File: src/rtl/core/vvu_pkg.sv
// Package for the three-component vector unit: word format, opcodes,
// pipeline payload type and the saturating clamp. No dependencies.
`default_nettype none
package vvu_pkg;

    localparam int WORD_BITS   = 32;
    localparam int FRAC_BITS   = 16;
    localparam int EFF_BITS    = (WORD_BITS < 32) ? WORD_BITS : 32;
    localparam int EPS_BITS    = 16;
    localparam int OP_BITS     = 3;
    localparam int PROD_BITS   = 2 * EFF_BITS;
    localparam int SAT_IN_BITS = 2 * EFF_BITS + 2;
    localparam int SQRT_STAGES = EFF_BITS;
    localparam int QUO_BITS    = FRAC_BITS + 1;
    localparam longint WORD_MAX = (64'sd1 <<< (EFF_BITS - 1)) - 64'sd1;
    localparam longint WORD_MIN = -WORD_MAX - 64'sd1;

    typedef logic signed [EFF_BITS-1:0] t_word;

    typedef enum logic [OP_BITS-1:0] {
        OP_SUB   = 3'd0,
        OP_LEN   = 3'd1,
        OP_NORM  = 3'd2,
        OP_CROSS = 3'd3,
        OP_DOT   = 3'd4,
        OP_EQUAL = 3'd5
    } t_op;

    // Everything an item carries down the pipeline besides the datapath.
    typedef struct packed {
        logic [OP_BITS-1:0] op;
        t_word [2:0]        r;
        t_word              sc;
        logic               eq;
        logic               sat;
        logic               keep;
        t_word [2:0]        a;
    } t_payload;

    typedef struct packed {
        t_word val;
        logic  sat;
    } t_sat;

    function automatic t_sat sat_word(input logic signed [SAT_IN_BITS-1:0] v);
        t_sat res;
        if (v > SAT_IN_BITS'(WORD_MAX)) begin
            res.val = EFF_BITS'(WORD_MAX);
            res.sat = 1'b1;
        end else if (v < SAT_IN_BITS'(WORD_MIN)) begin
            res.val = EFF_BITS'(WORD_MIN);
            res.sat = 1'b1;
        end else begin
            res.val = v[EFF_BITS-1:0];
            res.sat = 1'b0;
        end
        return res;
    endfunction

endpackage
`default_nettype wire

File: src/rtl/core/vvu_div.sv
// Pipelined restoring divider: (num * 2^FRAC_BITS) / den, one quotient bit
// per stage. The quotient is known to fit QUO_BITS. Depends on vvu_pkg.
`default_nettype none
module vvu_div
    import vvu_pkg::*;
(
    input  wire logic                  i_clk,
    input  wire logic                  i_en,
    input  wire logic [EFF_BITS-1:0]   i_num,
    input  wire logic [EFF_BITS-1:0]   i_den,
    output logic [QUO_BITS-1:0]        o_quo
);

    logic [EFF_BITS-1:0] r_rem [QUO_BITS];
    logic [EFF_BITS-1:0] r_den [QUO_BITS];
    logic [QUO_BITS-1:0] r_quo [QUO_BITS];

    for (genvar s = 0; s < QUO_BITS; s++) begin : g_st
        logic [EFF_BITS:0]   rem_sh;
        logic [EFF_BITS-1:0] den_in;
        logic [QUO_BITS-1:0] quo_in;

        if (s == 0) begin : g_first
            // The bits above the quotient range are already below den.
            assign rem_sh = {1'b0, i_num};
            assign den_in = i_den;
            assign quo_in = '0;
        end else begin : g_next
            assign rem_sh = {r_rem[s-1], 1'b0};
            assign den_in = r_den[s-1];
            assign quo_in = r_quo[s-1];
        end

        always_ff @(posedge i_clk) begin
            if (i_en) begin
                r_den[s] <= den_in;
                if (rem_sh >= {1'b0, den_in}) begin
                    r_rem[s] <= EFF_BITS'(rem_sh - {1'b0, den_in});
                    r_quo[s] <= {quo_in[QUO_BITS-2:0], 1'b1};
                end else begin
                    r_rem[s] <= rem_sh[EFF_BITS-1:0];
                    r_quo[s] <= {quo_in[QUO_BITS-2:0], 1'b0};
                end
            end
        end
    end

    assign o_quo = r_quo[QUO_BITS-1];

endmodule
`default_nettype wire

File: config.mk
export PLATFORM = sky130hd
export DESIGN_NAME = vvu_div
export DESIGN_NICKNAME = d
export VERILOG_FILES = /design/src/rtl/core/vvu_pkg.sv /design/src/rtl/core/vvu_div.sv
export SDC_FILE = /design/constraint.sdc
export NUM_CORES = 2
export LEC_CHECK = 0
export BUFFER_PORTS_ARGS = -buffer_cell sky130_fd_sc_hd__buf_4
export CAP_MARGIN = 20
export CORE_MARGIN = 3
export CORE_UTILIZATION = 30
export DETAILED_ROUTE_END_ITERATION = 10
export GPL_ROUTABILITY_DRIVEN = 0
export SYNTH_ARGS = -nofsm -noshare
export SYNTH_HDL_FRONTEND = slang
export SYNTH_SLANG_ARGS = --single-unit
export TNS_END_PERCENT = 1
File: constraint.sdc
create_clock -name i_clk -period 4.2 [get_ports i_clk]
set_input_delay 0.63 -clock i_clk [delete_from_list [all_inputs] [get_ports i_clk]]
set_output_delay 0.63 -clock i_clk [all_outputs]
set_load 0.1 [all_outputs]
# == Word level (Yosys, flattened, before mapping) ==
# Memories as Yosys holds them, arrays and structs flattened.
# Index checks and enable logic that the tools add are counted.
# word_totals
regBits,0
mem_bits_rw,1377
input_bits,66
output_inout_bits,17
elab_cells,209
mem_count,3
# classes
add_sub_neg,17
n_lt_le_gt_ge,17
muxes,138
bitwise,34
# mem_list
memory,depth,word_bits,read_ports,rd_ports_with_merged_regs,write_ports,line_no,rtl
r_den,17,32,16,0,17,vvu_div.sv:15,logic [EFF_BITS-1:0] r_den [QUO_BITS];
r_rem,17,32,16,0,17,vvu_div.sv:14,logic [EFF_BITS-1:0] r_rem [QUO_BITS];
r_quo,17,17,17,0,17,vvu_div.sv:16,logic [QUO_BITS-1:0] r_quo [QUO_BITS];
# ops
operator,count
two-way mux 32 bit,17
subtractor 32 bit,17
greater-or-equal comparator 33 x 32 -> 1 bit,16
two-way mux 17 bit,17
two-way mux 1 bit,104
bitwise OR 1 bit,34
greater-or-equal comparator 32 bit,1

# == Depth between registers and ports, before layout ==
# An unclocked memory read counts as a cell.
# depth
ltp_word,6
ltp_mapped,15
ltp_nobuf,14

# == Least setup slack after synthesis ==
# OpenSTA, ideal clock, no wires.
# synth_timing
path_type,input port to flip-flop
startpoint,input i_num[0]
endpoint,memory r_rem[0][30] (netlist name) (data pin)
setup_ns,0.256
t_arrival_ns,3.229
t_required_ns,3.944
setup_slack_ns,0.715
cell_stages,14
path_buffers,0
path_cell_list,inv_1 > ha_1 > inv_1 > fa_1 > a211oi_1 > o21ai_0 > a21oi_1 > nor3_1 > o21ai_0 > a31oi_1 > o21a_1 > o21a_1 > or3_1 > a31o_2
# synth_lines
item,line_no,rtl
"start, declared",vvu_div.sv:9,"input wire logic [EFF_BITS-1:0] i_num,"
"end, declared",vvu_div.sv:14,

==> impl_metrics.env <==
export IMPL_status="complete, no violations"
export IMPL_htreeDepth=4
export IMPL_die_y_um=490.3
export IMPL_syn_cell_area_sq_um=70360
export IMPL_dp_cells=9574
export IMPL_critPathKind="reg -> reg"
export IMPL_cts_tree="yes"
export IMPL_antenna_found_initial=0
export IMPL_busiest_layer="met2"
export IMPL_intPower_uw=35630
export IMPL_drt_iter0_drc=2798
export IMPL_setup_violations_final=0
export IMPL_yosysSeqAreaShare_pct=50.22
export IMPL_path_cells="inv_1 -> ha_1 -> nor2b_1 -> o31a_1 -> o31ai_1 -> a21oi_1 -> o221ai_1 -> o21ai_1 -> o2111ai_2 -> o41ai_1 -> buf_2 -> a31oi_4 -> buf_12 -> mux2_2"
export IMPL_core_sq_um=233000
export IMPL_critPathSlowestCell="edfxtp_1"
export IMPL_async_reset_ff_share_pct=0
export IMPL_stdcell_count=9838
export IMPL_ir_worst_vdd_v=0.0003052
export IMPL_fill_cells=22884
export IMPL_crit_buf_inv=3
export IMPL_synth_edf_count=1176
export IMPL_clk_pin_slew_ps=60
export IMPL_cts_num_sinks=1177
export IMPL_final_seq_area_sq_um=35330
export IMPL_ys_types=102
export IMPL_fin_crit_sh_pct=97.52
export IMPL_arrival_ps=4590
export IMPL_final_layout_size_suffix_gt1_share_pct=9.946
export IMPL_maxCapViolCount=0
export IMPL_holdCritPathClass="in -> reg"
export IMPL_power_uw=56430
export IMPL_fin_nets=7231
export IMPL_met1_usage_pct=12.81
export IMPL_startpoint_type="register"
export IMPL_finalHoldViolCount=0
export IMPL_dieArea_sq_um=240400
export IMPL_worst_pin_slew_ps=947.4
export IMPL_grt_usage_pct=11.87
export IMPL_cp_end_kind="register"
export IMPL_ys_flop_type="edfxtp_1"
export IMPL_drv_slew=0
export IMPL_die_x_um=490.3
export IMPL_grt_pass1_vias=48300
export IMPL_dr_pass1_iters=8
export IMPL_initial_core_util_pct=30.20
export IMPL_grt_use_met2_pct=21.80
export IMPL_combPwrFrac_pct=47.1
export IMPL_viasPerCell=4.867
export IMPL_seq_power_share_pct=33.8
export IMPL_clock_latency_ps=770
export IMPL_wire_per_inst_um=14.95
export IMPL_syn_area_per_cell_sq_um=10.90
export IMPL_port_buffers=82
export IMPL_multi_input_area_sq_um=31710
export IMPL_remaining_drc_errors=0
export IMPL_fmax_mhz=244.1
export IMPL_switching_share_pct=36.86
export IMPL_rsz0062_at_grt="no"
export IMPL_min_period_ps=4096
export IMPL_grt_util_met3_pct=1.837
export IMPL_wirelength_mm=147.0
export IMPL_synth_fp_nets=7082
export IMPL_slowest_delay_ps=430
export IMPL_fp_row_count=177
export IMPL_area_growth_pct=12.86
export IMPL_clock_tree_root_cell="clkbuf_16"
export IMPL_cp_max_fo=33
export IMPL_critical_path_top_delay_family="compound AO/OA/AOI/OAI gates"
export IMPL_p_switching_uw=20800
export IMPL_vias=47884
export IMPL_numCtsBuffers=130
export IMPL_cts_buffer_depth=3
export IMPL_p_leak_uw=0.03218
export IMPL_ys_warn_count=0
export IMPL_relSlewSlack_pct=36.30
export IMPL_synth_seq_cells=1177
export IMPL_grt_pass1_wl_mm=238.0
export IMPL_cp_required_ps=4700
export IMPL_grt_remaining_overflow=0
export IMPL_ios=83
export IMPL_diodes=0
export IMPL_antenna_left=0
export IMPL_dp_hpwl_mm=111.7
export IMPL_syn_inst=6457
export IMPL_grt_max_degree=174
export IMPL_power_density_nw_per_um2=710.6
export IMPL_p_clk_share_pct=19.1
export IMPL_skew_ps=33.56
[registers in the layout, indices dropped and copies added (netlist names)]
| name | cells |
|---|---|
| r_den | 512 |
| r_quo | 153 |
| r_rem | 512 |
[worst register-to-register path, cell delays in order (launching register included)]
cell       delay (ps)
edfxtp_1          430
inv_1              80
ha_1              240
nor2b_1           150
o31a_1            300
o31ai_1           360
a21oi_1           180
o221ai_1          280
o21ai_1           180
o2111ai_2         380
o41ai_1           230
buf_2             210
a31oi_4           200
buf_12            220
mux2_2            390
[power by group through the flow]
stage	registers, uW	logic, uW	clock network, uW
final	19100	26600	10800
after global routing	19400	29600	11700
after CTS	19000	26400	11200
after detailed placement	19300	26100	0
after global placement	19200	25500	0
after floorplan	18700	20500	0
[synth_stat cells, types with 34 or more instances]
library cell / instances / share of area [%]
nand3_1: 101 / 0.72
xnor2_1: 255 / 3.2
nor2_1: 385 / 2.1
nor3_1: 75 / 0.53
nor2b_1: 72 / 0.64
a21o_1: 269 / 2.9
edfxtp_1: 1176 / 50
nand2_1: 398 / 2.1
a21oi_1: 544 / 3.9
o21bai_1: 58 / 0.62
inv_1: 698 / 3.7
ha_1: 543 / 9.7
a211oi_1: 46 / 0.49
a31oi_1: 54 / 0.48
mux2_2: 248 / 4.0
nand2b_1: 64 / 0.57
nand4_1: 93 / 0.83
o21a_1: 89 / 0.95
o31ai_1: 48 / 0.51
xor2_1: 170 / 2.1
buf_2: 34 / 0.24
o21ai_0: 378 / 2.7
and3_1: 49 / 0.44
clkbuf_1: 141 / 0.75
[placed cells by master (no fill, tap or decap), drive strengths merged, types with 57 or more instances in the layout]
cell,n
xnor2,255
nand4,93
a31oi,57
nor2b,73
nand2b,64
o21a,89
edfxtp,1176
nor3,76
buf,178
o21ai,388
nand3,101
clkinv,60
a21o,270
inv,706
nand2,399
nor2,385
ha,543
o21bai,59
xor2,170
a21oi,546
mux2,255
clkbuf,157
[cell type report]
type / instances / area share, %
Multi-Input combinational cell: 4393 / 39.93
Sequential cell: 1177 / 44.49
Clock inverter: 75 / 0.7516
Inverter: 699 / 3.304
Clock buffer: 157 / 4.305
Tap cell: 3132 / 4.935
Timing Repair Buffer: 205 / 2.281
[timing repair]
item | CTS | global route
hold buffers | 27 | 0
endpoints found under the hold margin | 27 | 0
pin swaps | 0 | 2
buffers inserted | 0 | 5
resized for setup | 1 | 1
endpoints found under the setup margin | 20 | 39
[through the flow]
step	util, %	worst slack (ps)	area, sq um	setup TNS (ps)	hold WS, ps
final	34.09	104.0	79410	0	81.71
after global routing	34.09	2.317	79410	0	24.51
after CTS	34.07	153.7	79370	0	1.140
after detailed placement	32.22	-42.99	75080	-720.0	404.5
after global placement	32.22	-130.8	75070	-399.5	403.3
after floorplan	-	715.3	70360	0	400.3
[worst paths after layout]
kind | start | endpoint | slack (ps) | cells past startpoint
worst max-delay path | r_den[0][129]$_DFFE_PP_ | r_rem[5][6]$_DFFE_PP_ | 100 | 14
worst min-delay path | i_den[3] | r_den[0][3]$_DFFE_PP_ | 80 | 1
worst max register to register | r_den[0][129]$_DFFE_PP_ | r_rem[5][6]$_DFFE_PP_ | 100 | 14
worst min register to register | r_quo[7][0]$_DFFE_PP_ | r_quo[8][1]$_DFFE_PP_ | 410 | 0
[cells by family (layout without fill, tap and decap cells)]
family                     count (synthesis)  in the layout  share of synthesized area, %
buffers and inverters                    887           1136                         4.867
muxes                                    270            270                         4.305
adders and majority gates                559            559                         10.11
and+or+nand+nor                         1390           1390                         9.439
xor gates and xnor gates                 425            425                         5.290
AOI/OAI and AO/OA                       1749           1749                         15.77
DFF                                     1177           1177                         50.22
[per-layer routing]
metal  vias to the layer above  share of wire [%]
met3                       478                3.9
met5                         -                  0
met2                      1277                 50
met1                     22222                 40
met4                         0                6.2
li1                      23907                  -
(Power assumes the default switching activity.)
